--- src/rtl/pbud_mul.sv ---
// Shared 32x32 multiplier with a registered product.
module pbud_mul (
  input  logic        clk,
  input  logic [31:0] a,
  input  logic [31:0] b,
  output logic [63:0] p
);

  always_ff @(posedge clk) begin
    p <= 64'(a) * 64'(b);
  end

endmodule

--- config.mk ---
export PLATFORM = sky130hd
export DESIGN_NAME = pbud_mul
export DESIGN_NICKNAME = d
export VERILOG_FILES = /design/src/rtl/pbud_mul.sv
export SDC_FILE = /design/constraint.sdc
export NUM_CORES = 2
export LEC_CHECK = 0
export BUFFER_PORTS_ARGS = -buffer_cell sky130_fd_sc_hd__buf_2
export CAP_MARGIN = 5
export CORE_MARGIN = 2
export CORE_UTILIZATION = 30
export CTS_CLUSTER_SIZE = 40
export DETAILED_ROUTE_END_ITERATION = 10
export PLACE_DENSITY = 0.46
export SETUP_SLACK_MARGIN = 0.3
export SYNTH_ARGS = -nofsm -noshare
export SYNTH_HDL_FRONTEND = slang
export SYNTH_SLANG_ARGS = --single-unit
--- constraint.sdc ---
create_clock -name clk -period 8.1 [get_ports clk]
set_input_delay 0.405 -clock clk [delete_from_list [all_inputs] [get_ports clk]]
set_output_delay 0.405 -clock clk [all_outputs]
set_load 0.01 [all_outputs]
After elaboration in Yosys (flattened, before gate mapping)
Cells that the tools add are included.
{"block": "classes", "addsub": 0, "n_mul": 1, "div_mod_pow": 0, "n_lt_le_gt_ge": 0, "eq_ne": 0, "shifts": 0, "mux": 0, "n_bitwise": 0, "n_reduce_logical": 0}
{"op": "$mul 32x32->64", "count": 1}
{"block": "totals", "regBits": 64, "latchBits": 0, "ram_bits": 0, "mem_bits_ro": 0, "input_bits": 65, "n_memories": 0}

Logic depth before layout (Yosys ltp)
{"block": "depth", "word_depth": 1, "depth_mapped": 29}

Worst setup path before layout
Ideal clock, no wire load.
{"block": "synth_path", "kind": "input to register", "from": "in a[25]", "to": "reg p[62]", "setup_ns": 0.072, "arrival_time_ns": 7.086, "t_required_ns": 8.028, "slack_ns": 0.942, "path_stages": 25, "path_cell_list": "clkbuf_1 > nand2_1 > fa_1 > inv_1 > fa_1 > inv_1 > fa_1 > inv_1 > fa_1 > fa_1 > fa_1 > fa_1 > inv_1 > fa_1 > inv_1 > ha_1 > buf_2 > nand4_1 > or4_1 > or3_1 > a31oi_1 > a31o_2 > a211oi_1 > o21ai_1 > xor2_1"}
{"block": "synth_via", "elab_chain_len": 1}
{"element": "start, declared", "line": "4", "text": "input logic [31:0] a,"}
{"element": "$mul 32x32->64", "line": "10", "text": "p <= 64'(a) * 64'(b);"}
{"element": "end signal, assigned", "line": "10"}
{"element": "end, declared", "line": "6", "text": "output logic [63:0] p"}
No other way between the ends.

Worst setup path in the final report
{"block": "layout_path", "from": "in b[15]", "to": "reg p[62]"}
{"block": "layout_via", "elab_chain_len": 1}
{"element": "start, declared", "line": "5", "text": "input logic [31:0] b,"}
{"element": "$mul 32x32->64", "line": "10"}
No other way between the ends.

==> metrics list <==
- Shortest clock period the worst path allows after layout: between 7000 and 8000 ps
- Mux share of post-synthesis cell area: less than 1%
* Arrival time reported for the critical path endpoint: 7810 ps
- TritonCTS built the clock tree.
- The worst setup path is captured at a flip-flop.
- Summing the areas of all fa, ha and maj instances in the mapped netlist gives 61.2% of the synthesized area.
- Total global routing overflow: 0
- Number of max-cap violations: 0
* Routed length per instance: approximately 19 um
- Final ANT Viol Nets: 0
* Max reg flops: 64
- For this run, the total global-route usage over all layers was measured as 18.0%.
- Vias in the first global route: 27200
- For the pin with the worst max-slew slack, the measured transition is 789 ps.
* Net total in the final layout: 5013
- Syn_nets: just under 5000
- The number of antenna violations at the first check in global routing came to 9.
- Pin placement for this block handled 129 I/O pins.
- Multi-input logic area: about 30000 um2
- Result of the run: finished clean
- Biggest regs: p (64)
- A synthesized cell averages 9.25 um2.
* Maximum level of the CTS H-tree: 3
* Post-synth EDFFs: 0
- After legalization and detailed placement, the total HPWL measured 90000 um.
- The first detailed-routing pass ran for 5 iterations.
* Worst path setup slack after routing: 568 ps
- The clock passes through at most 2 buffers.
- Summed over its instances, the top area cell type makes up between 50% and 60% of the synthesized netlist area.
- Crit path top cell by count: sky130_fd_sc_hd__fa_1
- Max-slew violations: 0
* Initial cell density of the core: 30.3%
- The signal on the critical path passes through buf_2 -> and2_1 -> fa_1 -> fa_1 -> inv_1 -> fa_1 -> fa_1 -> inv_1 -> fa_1 -> fa_1 -> fa_1 -> fa_1 -> ha_1 -> nand4_1 -> or4_1 -> or3_1 -> a31oi_1 -> buf_4 -> a31o_2 -> a211oi_1 -> o21ai_1 -> xor2_1.
- Worst slew margin relative to its limit: 47.4%
- Ranked by flip-flop count, first place goes to p.
- Clock-pin slew was measured on the worst setup and hold paths at 70 ps.
- Summing every instance area after synthesis gives 34700 um2.
- The first global-routing pass estimated 161000 um of wire.
- The synthesized netlist devotes 4.15% of its cell area to compound gates.
- Setup violations remaining at the end of the flow were counted as 0.
- During placement, the flow inserted port buffers numbering 128.
- Violation count after the first detailed-route iteration: 981
- For the final routed database, the setup TNS stands at 0 ps.
- On the worst path, the slowest cell contributes a delay of between 500 and 600 ps.
- Ranked by instance count, the synthesized netlist is headed by sky130_fd_sc_hd__fa_1 (896), sky130_fd_sc_hd__inv_1 (865), sky130_fd_sc_hd__and2_1 (602).
- The layout has 12200 filler cells.
- Cell types with the largest area share after synthesis: sky130_fd_sc_hd__fa_1 (52%), sky130_fd_sc_hd__and2_1 (11%), sky130_fd_sc_hd__ha_1 (9.5%)
- Number of buffers inserted by post-CTS setup repair: 0
- After detailed placement, the total cell area comes to 37300 um2.
* Number of placement rows: around 120
- The region available for standard cell placement spans 115000 um2.
- Most instantiated flip-flop cell in the synthesis netlist: sky130_fd_sc_hd__dfxtp_1
- Minimum setup slack after placement: ~130 ps
- Routed wire length: 103000 um
- 0 antenna diodes ended up in the layout.
* Number of flip-flops and latches in the synthesized netlist: 64
- Crit path max-delay cell type: sky130_fd_sc_hd__fa_1
- The congestion estimate from routability-driven global placement came to 0.849.
- Counting both buffers and inverters, the worst setup path holds a total of 4.
* Main combinational cell family by area after synthesis: adder cells
* Detailed-route via count: 24300
* Most repeated cell in the gate-level netlist after synthesis: sky130_fd_sc_hd__fa_1
* Data required time at the worst endpoint: 8380 ps
- Largest net degree at the start of global routing: 33
* DRC viols: 0
- Count of mapped cells out of synthesis: 3748
* Unrepaired setup endpoints after global routing: true
- Synthesized-area fraction occupied by and/or/nand/nor cells: 17.6%
* Total Die Area: 118000 um2
- The largest total area in the synthesized netlist belongs to sky130_fd_sc_hd__fa_1.
* CTS Root Cell: sky130_fd_sc_hd__clkbuf_16
* Startpoint class of the critical path: input port
* Critical path start-end classification: in -> reg
- Gate family responsible for the most delay along the worst path: adder cells
- The finished cells cover 37700 um2.
- Synth warn: 0
- Post-Synth XOR/XNOR Area: 1.52%
- Summing all flip-flop and latch instances after layout gives around 1300 um2.
- For this design, the sink count on the clock tree is 64.
* Final Hold Vio Count: 0
- Fraction of final layout cells sized beyond drive strength 1: ~7.5%
- In the finished design, the share of the clock period the worst path needs comes to 93.0%.
* Sequential fraction of the synthesis area: approximately 3.7%
* Maximum operating frequency: 0.133 GHz
* Netlist cell types: 57
- Dividing the detail-routed via count by the number of cells gives 4.58.
- Area growth, synth to finish: 8.60%
- CTS Buf Count: 9
- In this run the worst hold path is classified as in -> reg.
* Maximum net fanout on the critical path: 32
* Die X-Extent: 344 um
- DIE HEIGHT: roughly 340 um
- After synthesis, the share of flip-flops with an asynchronous set or reset is 0%.
cells in the final DEF (no fill, tap or decap), types with 21 or more instances in the layout:
| cell | n |
|---|---|
| sky130_fd_sc_hd__buf_4 | 118 |
| sky130_fd_sc_hd__dfxtp_1 | 64 |
| sky130_fd_sc_hd__xor2_1 | 25 |
| sky130_fd_sc_hd__ha_1 | 263 |
| sky130_fd_sc_hd__nand2_1 | 480 |
| sky130_fd_sc_hd__a21o_1 | 40 |
| sky130_fd_sc_hd__buf_2 | 124 |
| sky130_fd_sc_hd__fa_1 | 896 |
| sky130_fd_sc_hd__xnor2_1 | 35 |
| sky130_fd_sc_hd__o21ai_0 | 21 |
| sky130_fd_sc_hd__inv_1 | 865 |
| sky130_fd_sc_hd__nand4_1 | 23 |
| sky130_fd_sc_hd__and2_1 | 602 |
| sky130_fd_sc_hd__a21oi_1 | 63 |
cells by family (layout without fill, tap and decap cells):
group                      Yosys count  count (layout)
and+or+nand+nor                   1177            1177
adders and majority gates         1159            1159
buffers and inverters             1085            1131
AOI/OAI and AO/OA                  202             202
DFF                                 64              64
xor gates and xnor gates            60              60
muxes                                1               1
area by class of cell:
class,count,area share [%]
clock inverters,6,0.183
multi-input cells,2599,77.8
repair buffers,250,4.29
inverters,865,8.62
flip-flops and latches,64,3.40
clock buffers,10,0.635
well taps,1512,5.02
stage by stage:
| stage | hold slack [ps] | cells | util [%] |
|---|---|---|---|
| CTS | 714 | 5306 | 32.9 |
| finish | 712 | 5306 | 32.9 |
| global placement | 804 | 5290 | 32.6 |
| global route | 721 | 5306 | 32.9 |
| detailed placement | 802 | 5290 | 32.6 |
| floorplan | 532 | 3748 | - |
worst min-delay path: cells and delay by family:
family                 cells  cell delay, ps
buffers and inverters      2             450
AND/OR/NAND/NOR            1             150
layer usage:
metal	share of wire [%]	wire length [um]	up-vias	track usage (%)
met1	39	40400	12900	21.8
met2	56	57500	403	34.9
li1	-	-	10900	-
met5	0.054	55	-	0
met3	2.7	2810	93	1.52
met4	1.7	1760	8	2.71
timing repair:
item                                    4_1_cts  5_1_grt
hold buffers                                  0        0
endpoints found under the setup margin        0        6
gates resized for setup                       0        4
final timing paths:
check             start       endpoint  slack, ps  cells past startpoint
hold / removal     a[0]   p[0]$_DFF_P_        710                      3
setup / recovery  b[15]  p[62]$_DFF_P_        570                     22
Power is not shown: default switching activity piles up to over one toggle a cycle in this logic, so the estimate is an artifact.
